$ cat config.mk
export PLATFORM = sky130hd
export DESIGN_NAME = spi_flash_command_sequencer
export DESIGN_NICKNAME = d
export VERILOG_FILES = /design/src/hdl/sfcs_pkg.sv /design/src/hdl/spi_flash_command_sequencer.sv /design/src/hdl/sfcs_front.sv /design/src/hdl/sfcs_plan_queue.sv /design/src/hdl/sfcs_back.sv
export SDC_FILE = /design/constraint.sdc
export NUM_CORES = 1
export LEC_CHECK = 0
export BUFFER_PORTS_ARGS = -buffer_cell sky130_fd_sc_hd__buf_2
export CAP_MARGIN = 20
export CORE_ASPECT_RATIO = 1.2
export CORE_MARGIN = 2
export CORE_UTILIZATION = 35
export CTS_BUF_LIST = sky130_fd_sc_hd__clkbuf_16
export DETAILED_ROUTE_END_ITERATION = 7
export GPL_TIMING_DRIVEN = 0
export SLEW_MARGIN = 20
export SYNTH_ARGS = -nofsm -noshare
export SYNTH_HDL_FRONTEND = slang
export SYNTH_SLANG_ARGS = --single-unit
$ cat constraint.sdc
create_clock -name clk -period 5.5 [get_ports clk]
set_input_delay 0.275 -clock clk [delete_from_list [all_inputs] [get_ports clk]]
set_output_delay 0.275 -clock clk [all_outputs]
set_load 0.03 [all_outputs]
$ cat src/hdl/sfcs_pkg.sv
// Shared constants, types and codes for the SPI flash command sequencer.
package sfcs_pkg;

    // Flash geometry and request limits. Page and sector sizes must be powers of two.
    localparam int FLASH_BYTES       = 1048576;
    localparam int PAGE_BYTES        = 256;
    localparam int SECTOR_BYTES      = 4096;
    localparam int MAX_REQUEST_BYTES = 15872;
    localparam int MAX_RESULTS       = 64;

    // Field widths.
    localparam int OP_W     = 3;
    localparam int ADDR_W   = 24;
    localparam int LEN_W    = 24;
    localparam int BUF_W    = 16;
    localparam int STATUS_W = 2;
    localparam int OPC_W    = 8;
    localparam int HDR_W    = 3;
    localparam int DIR_W    = 2;
    localparam int DBYTES_W = 14;

    // Derived widths and masks.
    localparam int PAGE_LG   = $clog2(PAGE_BYTES);
    localparam int SECTOR_LG = $clog2(SECTOR_BYTES);
    localparam int CHUNK_W   = PAGE_LG + 1;
    localparam int CNT_W     = $clog2(MAX_RESULTS + 1);
    localparam int SPAN_W    = LEN_W + 1;

    localparam logic [LEN_W-1:0]  MAX_LEN     = LEN_W'(MAX_REQUEST_BYTES);
    localparam logic [ADDR_W-1:0] PAGE_MASK   = ADDR_W'(PAGE_BYTES - 1);
    localparam logic [ADDR_W-1:0] SECTOR_MASK = ADDR_W'(SECTOR_BYTES - 1);

    // Plan queue depth between the front and the back.
    localparam int QUEUE_DEPTH = 2;
    localparam int QPTR_W      = $clog2(QUEUE_DEPTH);
    localparam int QCNT_W      = $clog2(QUEUE_DEPTH + 1);

    // Request operation codes.
    localparam logic [OP_W-1:0] OP_READ  = 3'd0;
    localparam logic [OP_W-1:0] OP_SFDP  = 3'd1;
    localparam logic [OP_W-1:0] OP_ID    = 3'd2;
    localparam logic [OP_W-1:0] OP_WRITE = 3'd3;
    localparam logic [OP_W-1:0] OP_ERASE = 3'd4;
    localparam logic [OP_W-1:0] OP_SLEEP = 3'd5;
    localparam logic [OP_W-1:0] OP_WAKE  = 3'd6;

    // Result status codes.
    localparam logic [STATUS_W-1:0] ST_OK         = 2'd0;
    localparam logic [STATUS_W-1:0] ST_READ_RANGE = 2'd1;
    localparam logic [STATUS_W-1:0] ST_ERASE_BAD  = 2'd2;
    localparam logic [STATUS_W-1:0] ST_TOO_LONG   = 2'd3;

    // SPI command bytes.
    localparam logic [OPC_W-1:0] OPC_PAGE_PROGRAM = 8'h02;
    localparam logic [OPC_W-1:0] OPC_READ         = 8'h03;
    localparam logic [OPC_W-1:0] OPC_SECTOR_ERASE = 8'h20;
    localparam logic [OPC_W-1:0] OPC_READ_SFDP    = 8'h5a;
    localparam logic [OPC_W-1:0] OPC_READ_ID      = 8'h90;
    localparam logic [OPC_W-1:0] OPC_WAKE         = 8'hab;
    localparam logic [OPC_W-1:0] OPC_SLEEP        = 8'hb9;

    // Header lengths.
    localparam logic [HDR_W-1:0] HDR_OPCODE = 3'd1;
    localparam logic [HDR_W-1:0] HDR_ADDR   = 3'd4;
    localparam logic [HDR_W-1:0] HDR_DUMMY  = 3'd5;

    // Payload directions.
    localparam logic [DIR_W-1:0] DIR_NONE  = 2'd0;
    localparam logic [DIR_W-1:0] DIR_READ  = 2'd1;
    localparam logic [DIR_W-1:0] DIR_WRITE = 2'd2;

    // What the back has to produce after an optional wake command.
    typedef enum logic [2:0] {
        PLAN_ERROR,
        PLAN_NONE,
        PLAN_READ,
        PLAN_WRITE,
        PLAN_ERASE,
        PLAN_SLEEP
    } plan_kind_t;

    typedef struct packed {
        plan_kind_t            kind;
        logic                  wake;
        logic [STATUS_W-1:0]   status;
        logic [OPC_W-1:0]      opcode;
        logic [HDR_W-1:0]      hdr;
        logic [ADDR_W-1:0]     addr;
        logic [DBYTES_W-1:0]   len;
        logic [BUF_W-1:0]      buf_base;
        logic [CNT_W-1:0]      cnt;
    } plan_t;

    typedef struct packed {
        logic [STATUS_W-1:0] status;
        logic                issue;
        logic                poll_before;
        logic                write_enable;
        logic [OPC_W-1:0]    opcode;
        logic [HDR_W-1:0]    header_bytes;
        logic [ADDR_W-1:0]   cmd_addr;
        logic [DIR_W-1:0]    data_dir;
        logic [DBYTES_W-1:0] data_bytes;
        logic [BUF_W-1:0]    buffer_pos;
        logic                poll_after;
        logic                last;
    } desc_t;

    typedef enum logic [1:0] {
        SEQ_IDLE,
        SEQ_WAKE,
        SEQ_BODY
    } seq_state_t;

endpackage

$ cat src/hdl/spi_flash_command_sequencer.sv
// Top level of the SPI flash command sequencer: front end, plan queue and sequencer.
//
// Channel      Direction  Handshake            Transaction
// request      in         push / full          operation, flash_addr, byte_count, buffer_addr
// descriptor   out        empty / pop          one SPI command descriptor, last marks the end
//
// A request is checked and classified in the cycle it is accepted and lands in a two-entry
// plan queue. The sequencer takes a plan from the queue while idle and then emits its
// descriptors in order, from 1 to 64 per request, each one as the output register frees.
// Reset clears the power state to asleep and empties the queue and the output register.
// A stalled pop holds the current descriptor; the sequencer waits, and the front end keeps
// taking requests until the plan queue is full.
module spi_flash_command_sequencer (
    input  logic                            clk,
    input  logic                            rst_n,
    input  logic                            push,
    output logic                            full,
    input  logic [sfcs_pkg::OP_W-1:0]       operation,
    input  logic [sfcs_pkg::ADDR_W-1:0]     flash_addr,
    input  logic [sfcs_pkg::LEN_W-1:0]      byte_count,
    input  logic [sfcs_pkg::BUF_W-1:0]      buffer_addr,
    output logic                            empty,
    input  logic                            pop,
    output logic [sfcs_pkg::STATUS_W-1:0]   status,
    output logic                            issue,
    output logic                            poll_before,
    output logic                            write_enable,
    output logic [sfcs_pkg::OPC_W-1:0]      opcode,
    output logic [sfcs_pkg::HDR_W-1:0]      header_bytes,
    output logic [sfcs_pkg::ADDR_W-1:0]     cmd_addr,
    output logic [sfcs_pkg::DIR_W-1:0]      data_dir,
    output logic [sfcs_pkg::DBYTES_W-1:0]   data_bytes,
    output logic [sfcs_pkg::BUF_W-1:0]      buffer_pos,
    output logic                            poll_after,
    output logic                            last
);
    import sfcs_pkg::*;

    logic  q_push;
    logic  q_full;
    logic  q_pop;
    logic  q_empty;
    plan_t front_plan;
    plan_t head_plan;
    logic  out_valid;
    desc_t out_desc;

    // The front end owns the power state, so wake and sleep decisions follow request order.
    sfcs_front u_front (
        .clk         (clk),
        .rst_n       (rst_n),
        .push        (push),
        .q_full      (q_full),
        .operation   (operation),
        .flash_addr  (flash_addr),
        .byte_count  (byte_count),
        .buffer_addr (buffer_addr),
        .q_push      (q_push),
        .plan        (front_plan)
    );

    sfcs_plan_queue u_queue (
        .clk     (clk),
        .rst_n   (rst_n),
        .wr_en   (q_push),
        .wr_plan (front_plan),
        .q_full  (q_full),
        .rd_en   (q_pop),
        .rd_plan (head_plan),
        .q_empty (q_empty)
    );

    // The sequencer keeps the finished descriptor in its output register until it is popped.
    sfcs_back u_back (
        .clk       (clk),
        .rst_n     (rst_n),
        .q_empty   (q_empty),
        .q_plan    (head_plan),
        .q_pop     (q_pop),
        .pop       (pop),
        .out_valid (out_valid),
        .out_desc  (out_desc)
    );

    assign full         = q_full;
    assign empty        = !out_valid;
    assign status       = out_desc.status;
    assign issue        = out_desc.issue;
    assign poll_before  = out_desc.poll_before;
    assign write_enable = out_desc.write_enable;
    assign opcode       = out_desc.opcode;
    assign header_bytes = out_desc.header_bytes;
    assign cmd_addr     = out_desc.cmd_addr;
    assign data_dir     = out_desc.data_dir;
    assign data_bytes   = out_desc.data_bytes;
    assign buffer_pos   = out_desc.buffer_pos;
    assign poll_after   = out_desc.poll_after;
    assign last         = out_desc.last;

    // A descriptor that carries no command is always the final one of its request.
    a_no_issue_is_last: assert property (@(posedge clk) disable iff (!rst_n)
        (!empty && !issue) |-> last)
        else $error("descriptor without a command is not marked last");

    // Error status never comes with a command to send.
    a_error_no_issue: assert property (@(posedge clk) disable iff (!rst_n)
        (!empty && status != ST_OK) |-> (!issue && last))
        else $error("error descriptor carries a command");

    // Every page program moves at least one byte and never crosses a page boundary.
    a_page_program: assert property (@(posedge clk) disable iff (!rst_n)
        (!empty && issue && opcode == OPC_PAGE_PROGRAM) |->
        (data_bytes != '0 && write_enable && poll_before && data_dir == DIR_WRITE
         && (32'(cmd_addr & PAGE_MASK) + 32'(data_bytes)) <= 32'(PAGE_BYTES)))
        else $error("page program descriptor is malformed");

endmodule

$ cat src/hdl/sfcs_front.sv
// Request front end: checks and classifies each request and tracks the flash power state.
module sfcs_front (
    input  logic                          clk,
    input  logic                          rst_n,
    input  logic                          push,
    input  logic                          q_full,
    input  logic [sfcs_pkg::OP_W-1:0]     operation,
    input  logic [sfcs_pkg::ADDR_W-1:0]   flash_addr,
    input  logic [sfcs_pkg::LEN_W-1:0]    byte_count,
    input  logic [sfcs_pkg::BUF_W-1:0]    buffer_addr,
    output logic                          q_push,
    output sfcs_pkg::plan_t               plan
);
    import sfcs_pkg::*;

    logic              powered_reg;
    logic              powered_next;
    logic [OPC_W-1:0]  rd_opc;
    logic [HDR_W-1:0]  rd_hdr;
    logic [ADDR_W-1:0] rd_addr;
    logic [LEN_W-1:0]  rd_len;
    logic [SPAN_W-1:0] rd_end;
    logic [SPAN_W-1:0] wr_chunks;
    logic [SPAN_W-1:0] er_secs;
    logic [SPAN_W-1:0] er_cap;
    logic              er_bad;
    logic              asleep;

    assign q_push = push && !q_full;
    assign asleep = !powered_reg;

    always_comb
    begin
        rd_opc  = OPC_READ;
        rd_hdr  = HDR_ADDR;
        rd_addr = flash_addr;
        rd_len  = byte_count;
        if (operation == OP_SFDP)
        begin
            rd_opc  = OPC_READ_SFDP;
            rd_hdr  = HDR_DUMMY;
            rd_addr = '0;
        end
        else if (operation == OP_ID)
        begin
            rd_opc  = OPC_READ_ID;
            rd_addr = '0;
            rd_len  = LEN_W'(2);
        end
        rd_end = {1'b0, rd_addr} + {1'b0, rd_len};
    end

    // Page programs needed: bytes from the start of the first page, rounded up to pages.
    assign wr_chunks = (SPAN_W'(flash_addr & PAGE_MASK) + {1'b0, byte_count}
                        + SPAN_W'(PAGE_BYTES - 1)) >> PAGE_LG;
    assign er_secs   = ({1'b0, byte_count} + SPAN_W'(SECTOR_BYTES - 1)) >> SECTOR_LG;
    assign er_cap    = SPAN_W'(MAX_RESULTS) - SPAN_W'(asleep);
    assign er_bad    = ((flash_addr & SECTOR_MASK) != '0)
                    || ({1'b0, flash_addr} > SPAN_W'(FLASH_BYTES - SECTOR_BYTES));

    always_comb
    begin
        plan          = '0;
        plan.kind     = PLAN_ERROR;
        plan.status   = ST_OK;
        plan.addr     = flash_addr;
        plan.buf_base = buffer_addr;
        plan.len      = byte_count[DBYTES_W-1:0];
        powered_next  = powered_reg;
        case (operation)
            OP_READ, OP_SFDP, OP_ID:
            begin
                if (rd_len > MAX_LEN)
                begin
                    plan.status = ST_TOO_LONG;
                end
                else if (rd_end > SPAN_W'(FLASH_BYTES))
                begin
                    plan.status = ST_READ_RANGE;
                end
                else
                begin
                    plan.kind    = PLAN_READ;
                    plan.wake    = asleep;
                    plan.opcode  = rd_opc;
                    plan.hdr     = rd_hdr;
                    plan.addr    = rd_addr;
                    plan.len     = rd_len[DBYTES_W-1:0];
                    powered_next = 1'b1;
                end
            end
            OP_WRITE:
            begin
                if (byte_count > MAX_LEN)
                begin
                    plan.status = ST_TOO_LONG;
                end
                else if (byte_count == '0)
                begin
                    plan.status = ST_OK;
                end
                else if ((wr_chunks + SPAN_W'(asleep)) > SPAN_W'(MAX_RESULTS))
                begin
                    plan.status = ST_TOO_LONG;
                end
                else
                begin
                    plan.kind    = PLAN_WRITE;
                    plan.wake    = asleep;
                    powered_next = 1'b1;
                end
            end
            OP_ERASE:
            begin
                if (byte_count > MAX_LEN)
                begin
                    plan.status = ST_TOO_LONG;
                end
                else
                begin
                    plan.wake    = asleep;
                    powered_next = 1'b1;
                    if (er_bad)
                    begin
                        plan.status = ST_ERASE_BAD;
                    end
                    else if (er_secs == '0)
                    begin
                        plan.kind = asleep ? PLAN_NONE : PLAN_ERROR;
                    end
                    else
                    begin
                        plan.kind = PLAN_ERASE;
                        plan.cnt  = (er_secs > er_cap) ? CNT_W'(er_cap) : CNT_W'(er_secs);
                    end
                end
            end
            OP_SLEEP:
            begin
                if (powered_reg)
                begin
                    plan.kind    = PLAN_SLEEP;
                    powered_next = 1'b0;
                end
            end
            OP_WAKE:
            begin
                if (asleep)
                begin
                    plan.kind    = PLAN_NONE;
                    plan.wake    = 1'b1;
                    powered_next = 1'b1;
                end
            end
            default:
            begin
                plan.status = ST_OK;
            end
        endcase
    end

    always_ff @(posedge clk or negedge rst_n)
    begin
        if (!rst_n)
        begin
            powered_reg <= 1'b0;
        end
        else if (q_push)
        begin
            powered_reg <= powered_next;
        end
    end

endmodule

$ cat src/hdl/sfcs_plan_queue.sv
// Short queue of classified requests between the front end and the sequencer.
module sfcs_plan_queue (
    input  logic            clk,
    input  logic            rst_n,
    input  logic            wr_en,
    input  sfcs_pkg::plan_t wr_plan,
    output logic            q_full,
    input  logic            rd_en,
    output sfcs_pkg::plan_t rd_plan,
    output logic            q_empty
);
    import sfcs_pkg::*;

    plan_t             store_mem [QUEUE_DEPTH];
    logic [QPTR_W-1:0] wr_ptr_reg;
    logic [QPTR_W-1:0] rd_ptr_reg;
    logic [QCNT_W-1:0] count_reg;
    logic              do_wr;
    logic              do_rd;

    assign q_full  = (count_reg == QCNT_W'(QUEUE_DEPTH));
    assign q_empty = (count_reg == '0);
    assign do_wr   = wr_en && !q_full;
    assign do_rd   = rd_en && !q_empty;
    assign rd_plan = store_mem[rd_ptr_reg];

    always_ff @(posedge clk)
    begin
        if (do_wr)
        begin
            store_mem[wr_ptr_reg] <= wr_plan;
        end
    end

    always_ff @(posedge clk or negedge rst_n)
    begin
        if (!rst_n)
        begin
            wr_ptr_reg <= '0;
            rd_ptr_reg <= '0;
            count_reg  <= '0;
        end
        else
        begin
            if (do_wr)
            begin
                wr_ptr_reg <= (wr_ptr_reg == QPTR_W'(QUEUE_DEPTH - 1)) ? '0 : wr_ptr_reg + 1'b1;
            end
            if (do_rd)
            begin
                rd_ptr_reg <= (rd_ptr_reg == QPTR_W'(QUEUE_DEPTH - 1)) ? '0 : rd_ptr_reg + 1'b1;
            end
            if (do_wr && !do_rd)
            begin
                count_reg <= count_reg + 1'b1;
            end
            else if (do_rd && !do_wr)
            begin
                count_reg <= count_reg - 1'b1;
            end
        end
    end

endmodule

$ cat src/hdl/sfcs_back.sv
// Command sequencer: expands each plan into SPI command descriptors, one per cycle while the output is free.
module sfcs_back (
    input  logic            clk,
    input  logic            rst_n,
    input  logic            q_empty,
    input  sfcs_pkg::plan_t q_plan,
    output logic            q_pop,
    input  logic            pop,
    output logic            out_valid,
    output sfcs_pkg::desc_t out_desc
);
    import sfcs_pkg::*;

    seq_state_t          state_reg;
    seq_state_t          state_next;
    plan_t               plan_reg;
    plan_t               plan_next;
    logic [ADDR_W-1:0]   addr_reg;
    logic [ADDR_W-1:0]   addr_next;
    logic [DBYTES_W-1:0] rem_reg;
    logic [DBYTES_W-1:0] rem_next;
    logic [BUF_W-1:0]    pos_reg;
    logic [BUF_W-1:0]    pos_next;
    logic [CNT_W-1:0]    cnt_reg;
    logic [CNT_W-1:0]    cnt_next;
    logic                out_valid_reg;
    logic                out_valid_next;
    desc_t               out_desc_reg;
    desc_t               desc;
    logic                emit;
    logic                out_free;
    logic [CHUNK_W-1:0]  page_room;
    logic [DBYTES_W-1:0] chunk;

    assign out_valid = out_valid_reg;
    assign out_desc  = out_desc_reg;
    assign out_free  = !out_valid_reg || pop;

    // A page program stops at the next page boundary or at the end of the data.
    assign page_room = CHUNK_W'(PAGE_BYTES) - CHUNK_W'(addr_reg[PAGE_LG-1:0]);
    assign chunk     = (DBYTES_W'(page_room) > rem_reg) ? rem_reg : DBYTES_W'(page_room);

    always_comb
    begin
        state_next = state_reg;
        plan_next  = plan_reg;
        addr_next  = addr_reg;
        rem_next   = rem_reg;
        pos_next   = pos_reg;
        cnt_next   = cnt_reg;
        q_pop      = 1'b0;
        emit       = 1'b0;
        desc       = '0;
        case (state_reg)
            SEQ_IDLE:
            begin
                if (!q_empty)
                begin
                    q_pop      = 1'b1;
                    plan_next  = q_plan;
                    addr_next  = q_plan.addr;
                    rem_next   = q_plan.len;
                    pos_next   = q_plan.buf_base;
                    cnt_next   = q_plan.cnt;
                    state_next = q_plan.wake ? SEQ_WAKE : SEQ_BODY;
                end
            end
            SEQ_WAKE:
            begin
                desc.issue        = 1'b1;
                desc.opcode       = OPC_WAKE;
                desc.header_bytes = HDR_OPCODE;
                desc.last         = (plan_reg.kind == PLAN_NONE);
                if (out_free)
                begin
                    emit       = 1'b1;
                    state_next = desc.last ? SEQ_IDLE : SEQ_BODY;
                end
            end
            SEQ_BODY:
            begin
                case (plan_reg.kind)
                    PLAN_READ:
                    begin
                        desc.issue        = 1'b1;
                        desc.opcode       = plan_reg.opcode;
                        desc.header_bytes = plan_reg.hdr;
                        desc.cmd_addr     = plan_reg.addr;
                        desc.data_dir     = DIR_READ;
                        desc.data_bytes   = plan_reg.len;
                        desc.buffer_pos   = plan_reg.buf_base;
                        desc.last         = 1'b1;
                    end
                    PLAN_WRITE:
                    begin
                        desc.issue        = 1'b1;
                        desc.poll_before  = 1'b1;
                        desc.write_enable = 1'b1;
                        desc.opcode       = OPC_PAGE_PROGRAM;
                        desc.header_bytes = HDR_ADDR;
                        desc.cmd_addr     = addr_reg;
                        desc.data_dir     = DIR_WRITE;
                        desc.data_bytes   = chunk;
                        desc.buffer_pos   = pos_reg;
                        desc.last         = (rem_reg == chunk);
                    end
                    PLAN_ERASE:
                    begin
                        desc.issue        = 1'b1;
                        desc.write_enable = 1'b1;
                        desc.opcode       = OPC_SECTOR_ERASE;
                        desc.header_bytes = HDR_ADDR;
                        desc.cmd_addr     = addr_reg;
                        desc.poll_after   = 1'b1;
                        desc.last         = (cnt_reg == CNT_W'(1));
                    end
                    PLAN_SLEEP:
                    begin
                        desc.issue        = 1'b1;
                        desc.poll_before  = 1'b1;
                        desc.opcode       = OPC_SLEEP;
                        desc.header_bytes = HDR_OPCODE;
                        desc.last         = 1'b1;
                    end
                    default:
                    begin
                        desc.status = plan_reg.status;
                        desc.last   = 1'b1;
                    end
                endcase
                if (out_free)
                begin
                    emit = 1'b1;
                    if (plan_reg.kind == PLAN_WRITE)
                    begin
                        addr_next = addr_reg + ADDR_W'(chunk);
                        pos_next  = pos_reg + BUF_W'(chunk);
                        rem_next  = rem_reg - chunk;
                    end
                    else if (plan_reg.kind == PLAN_ERASE)
                    begin
                        addr_next = addr_reg + ADDR_W'(SECTOR_BYTES);
                        cnt_next  = cnt_reg - 1'b1;
                    end
                    if (desc.last)
                    begin
                        state_next = SEQ_IDLE;
                    end
                end
            end
            default:
            begin
                state_next = SEQ_IDLE;
            end
        endcase

        if (emit)
        begin
            out_valid_next = 1'b1;
        end
        else if (pop)
        begin
            out_valid_next = 1'b0;
        end
        else
        begin
            out_valid_next = out_valid_reg;
        end
    end

    always_ff @(posedge clk or negedge rst_n)
    begin
        if (!rst_n)
        begin
            state_reg     <= SEQ_IDLE;
            out_valid_reg <= 1'b0;
        end
        else
        begin
            state_reg     <= state_next;
            out_valid_reg <= out_valid_next;
        end
    end

    always_ff @(posedge clk)
    begin
        plan_reg <= plan_next;
        addr_reg <= addr_next;
        rem_reg  <= rem_next;
        pos_reg  <= pos_next;
        cnt_reg  <= cnt_next;
        if (emit)
        begin
            out_desc_reg <= desc;
        end
    end

endmodule

==> impl_metrics.py <==
metrics = {
    "worst_setup_path": {
        "reg2reg_slack_ns": 0.08,
        "cp-start-kind": "register",
        "worstSetupEndpointType": "register",
        "cp.arrival_ns": 5.79,
        "regToRegEndpoint": "u_back.addr_reg[18]",
        "worstReg2RegStart": "u_back.addr_reg[1]",
        "worstPathRequired_ns": 5.87,
        "crit_fanout": 5,
        "r2r_cells": 26,
        "worstSetupPathType": "reg -> reg",
    },
    "placement": {
        "portBuffers": 133,
        "place.gp.congestion": 0.905,
        "dpl-instance-area_sq_mm": 0.0212,
        "hpwlAfterDp_um": 39600,
    },
    "yosys": {
        "synthMuxAreaShare": 0.0541,
        "yosysTopAreaCellShare": 0.531,
        "synth_fa_ha_area_frac": 0.0706,
        "async_flop_share": 0.0228,
        "syn_area_sq_mm": 0.0194,
        "ys_ff_latch": 351,
        "synth_xor_area_frac": 0.0330,
        "synth-simple-area-share": 0.134,
        "synth_compound_area_frac": 0.132,
        "yosysSeqAreaShare": 0.542,
        "synth_area_leader_cell": "edfxtp_1",
        "synth.distinct_cells": 87,
        "yosys_warnings": 0,
        "synth_edf_count": 343,
        "syn-instance-count": 1667,
        "ys.flop_type": "edfxtp_1",
        "syn_area_per_cell_sq_um": 11.6,
        "synthTopCellsByArea": "edfxtp_1, ha_1, mux2_2, nor2_1, a21oi_1",
        "synth_top_family_by_area": "simple AND/OR/NAND/NOR gates",
    },
    "clocking": {
        "cts_tree": "built",
        "clock_tree.root_cell": "clkbuf_16",
        "path_clk_slew_ns": 0.07,
        "clkSinkCount": 351,
        "clock_path_buffers": 3,
        "cts-htree-levels": 2,
        "insertion_delay_ns": 0.54,
        "cts_buffers": 34,
    },
    "final_layout": {
        "largest_reg_flops": 146,
        "finalInstanceArea_sq_mm": 0.0231,
        "area_delta_synth_final_pct": 19.0,
        "layout.nets": 2083,
        "antenna_cells": 0,
        "drive_above_1_share": 0.205,
    },
    "drt": {
        "vias_per_cell": 5.25,
        "first_pass_iters": 7,
        "ant_nets": 0,
        "drtIter0Drc": 844,
        "vias": 13900,
        "wl_um": 52100,
        "drc": 0,
        "wl_per_cell_um": 19.6,
    },
    "global_route": {
        "antenna_found_initial": 0,
        "grt_max_degree": 55,
        "grt_pass1_wl_um": 78400,
        "grt_pass1_vias": 13800,
        "gr-total-overflow": 0,
        "grt_usage": 0.178,
    },
    "timing": {
        "hold_violations": 0,
        "slew_violations": 0,
        "setup_viol": 0,
        "max_freq_mhz": 185,
        "fin_crit_ns": 5.42,
        "period_share": 0.985,
        "worst_slew_pin_slew_ns": 1.03,
        "skew_ns": 0.0229,
        "rsz0062_at_grt": "true",
        "slew_headroom": 0.307,
        "setup_tns_ns": 0,
    },
    "floorplanning": {
        "initial_core_util": 0.354,
        "fp.dieW_um": 219,
        "rows": 94,
        "fp.dieH_um": 262,
        "die-area_sq_mm": 0.0573,
        "coreArea_sq_mm": 0.0548,
        "ios": 147,
    },
    "power_and_ir_drop": {
        "ir_worst_vdd_v": 0.000238,
        "p_total_mw": 14.2,
        "pwr_density_cell_mw_per_mm2": 617,
        "p_leak_nw": 8.74,
    },
    "worst_hold_path": {
        "min_from": "flash_addr[15]",
        "hold_path_end": "u_queue.store_mem[1][52]",
        "hold_class": "in -> reg",
        "hold_depth": 2,
    },
    "run_status": {
        "status": "finished clean",
    },
    "job": {
        "maxCapViolations": 0,
    },
}
-- synthesized netlist by cell type (4+ instances only) --
cell type / instances
a22o_1: 41
mux2i_1: 26
o21ai_0: 77
a32oi_1: 5
or3_1: 11
a21oi_1: 95
xnor2_1: 46
a211oi_2: 5
buf_2: 10
or4_1: 6
nor4_1: 12
and2_1: 46
o31ai_1: 14
o21a_1: 16
dfrtp_1: 8
o21bai_1: 10
or2_2: 4
nand3_1: 27
and3_1: 18
nand4_1: 10
buf_6: 4
and2_4: 8
clkbuf_1: 41
nand2b_1: 21
a211oi_1: 11
mux2_2: 69
fa_1: 4
edfxtp_1: 343
nor3_1: 30
nand2_1: 106
a21o_1: 18
o211ai_1: 10
nor2_1: 130
inv_1: 97
ha_1: 103
a31oi_1: 19
and4_1: 4
xor2_1: 27
buf_1: 10
nor2b_1: 51
-- worst max-delay path, cell delays in order, from the launching register on --
cell and delay, ns:
edfxtp_1 0.43, inv_2 0.10, ha_4 0.21, ha_4 0.21
nor2b_4 0.12, o21a_1 0.18, o21a_1 0.18, o21a_1 0.16
o21a_1 0.16, o21a_1 0.18, o21ai_1 0.14, a211o_1 0.16
buf_8 0.14, mux2i_4 0.25, ha_2 0.21, inv_2 0.04
fa_2 0.41, nor2b_4 0.15, o21ai_4 0.07, a21oi_2 0.20
o21ai_2 0.09, a21boi_2 0.20, o2111ai_2 0.17, a31oi_4 0.24
o41ai_4 0.12, or4_1 0.54, a31oi_1 0.18
-- metal layers --
| layer | track usage | vias up | part of all wire |
|---|---|---|---|
| met5 | 0 | - | 0 |
| met2 | 0.305 | 374 | 0.49 |
| li1 | - | 6652 | - |
| met1 | 0.226 | 6783 | 0.43 |
| met3 | 0.0182 | 101 | 0.041 |
| met4 | 0.0837 | 0 | 0.045 |
-- layout by cell type, fill, tap and decap left out, types with 12 or more instances in the layout --
cell,n
xor2_1,26
nor2_1,129
nor4_1,12
and3_1,17
a22o_1,41
a21o_1,18
and2_1,45
clkbuf_16,35
nor3_1,29
nand3_1,27
nor2b_1,48
dlygate4sd3_1,17
ha_1,97
xnor2_1,45
inv_1,95
nand2b_1,21
nand2_1,106
conb_1,12
a31oi_1,17
o21ai_0,71
edfxtp_1,343
clkbuf_1,40
o21a_1,16
buf_4,34
a21oi_1,90
mux2_2,69
buf_2,143
mux2i_1,19
-- through the flow --
stage	util	setup WS [ns]	std cells	hold WS (ns)
after floorplan	-	0.00412	1678	-0.0206
after CTS	0.415	0.00481	2634	0.0716
after global placement	0.383	-0.807	2531	0.144
after global routing	0.421	-0.155	2651	0.102
after detailed placement	0.387	-0.877	2538	0.147
final	0.421	0.0812	2651	0.0898
-- report_power, final --
| part | internal (mW) | switching, mW | total, mW |
|---|---|---|---|
| combinational | 2.63 | 4.26 | 6.89 |
| sequential | 4.52 | 0.498 | 5.02 |
| clock | 1.31 | 1.02 | 2.33 |
| total | 8.46 | 5.77 | 14.2 |
-- how the worst max path moves through the flow --
stage	end	startpoint	slack [ns]
2_1_floorplan	u_back.addr_reg[23]	u_back.addr_reg[0]	0.004
3_3_place_gp	u_back.addr_reg[23]	u_back.addr_reg[0]	-0.81
3_5_place_dp	u_back.addr_reg[23]	u_back.addr_reg[0]	-0.88
4_1_cts	u_back.addr_reg[16]	u_back.addr_reg[0]	0.005
5_1_grt	u_back.addr_reg[18]	u_back.addr_reg[1]	-0.16
6_report	u_back.addr_reg[18]	u_back.addr_reg[1]	0.08
-- what timing repair did --
| item | CTS | global route |
|---|---|---|
| endpoints found under the hold margin | 40 | 0 |
| hold buffers | 17 | 0 |
| setup endpoints to repair | 22 | 21 |
| resized for setup | 24 | 33 |
| cloned | 0 | 1 |
| pin swaps | 11 | 35 |
| buffers inserted | 17 | 17 |
-- cells by family after synthesis --
group | after synthesis
AO/OA/AOI/OAI | 372
XOR/XNOR | 73
adder cells (fa/ha/maj) | 107
buffers and inverters | 165
flip-flops | 351
multiplexers | 96
other | 1
AND/OR/NAND/NOR | 502
-- area by class of cell --
cell class              instances  area (sq um)
flip-flops and latches        351         10500
inverters                      97           367
well taps                     720           901
clock buffers                  35           876
multi-input cells            1163          8580
clock inverters                27           236
plain buffers                  68           320
repair buffers                190          1280
fillers                      5238         31800
Note: power is estimated with default switching activity, not from simulation.
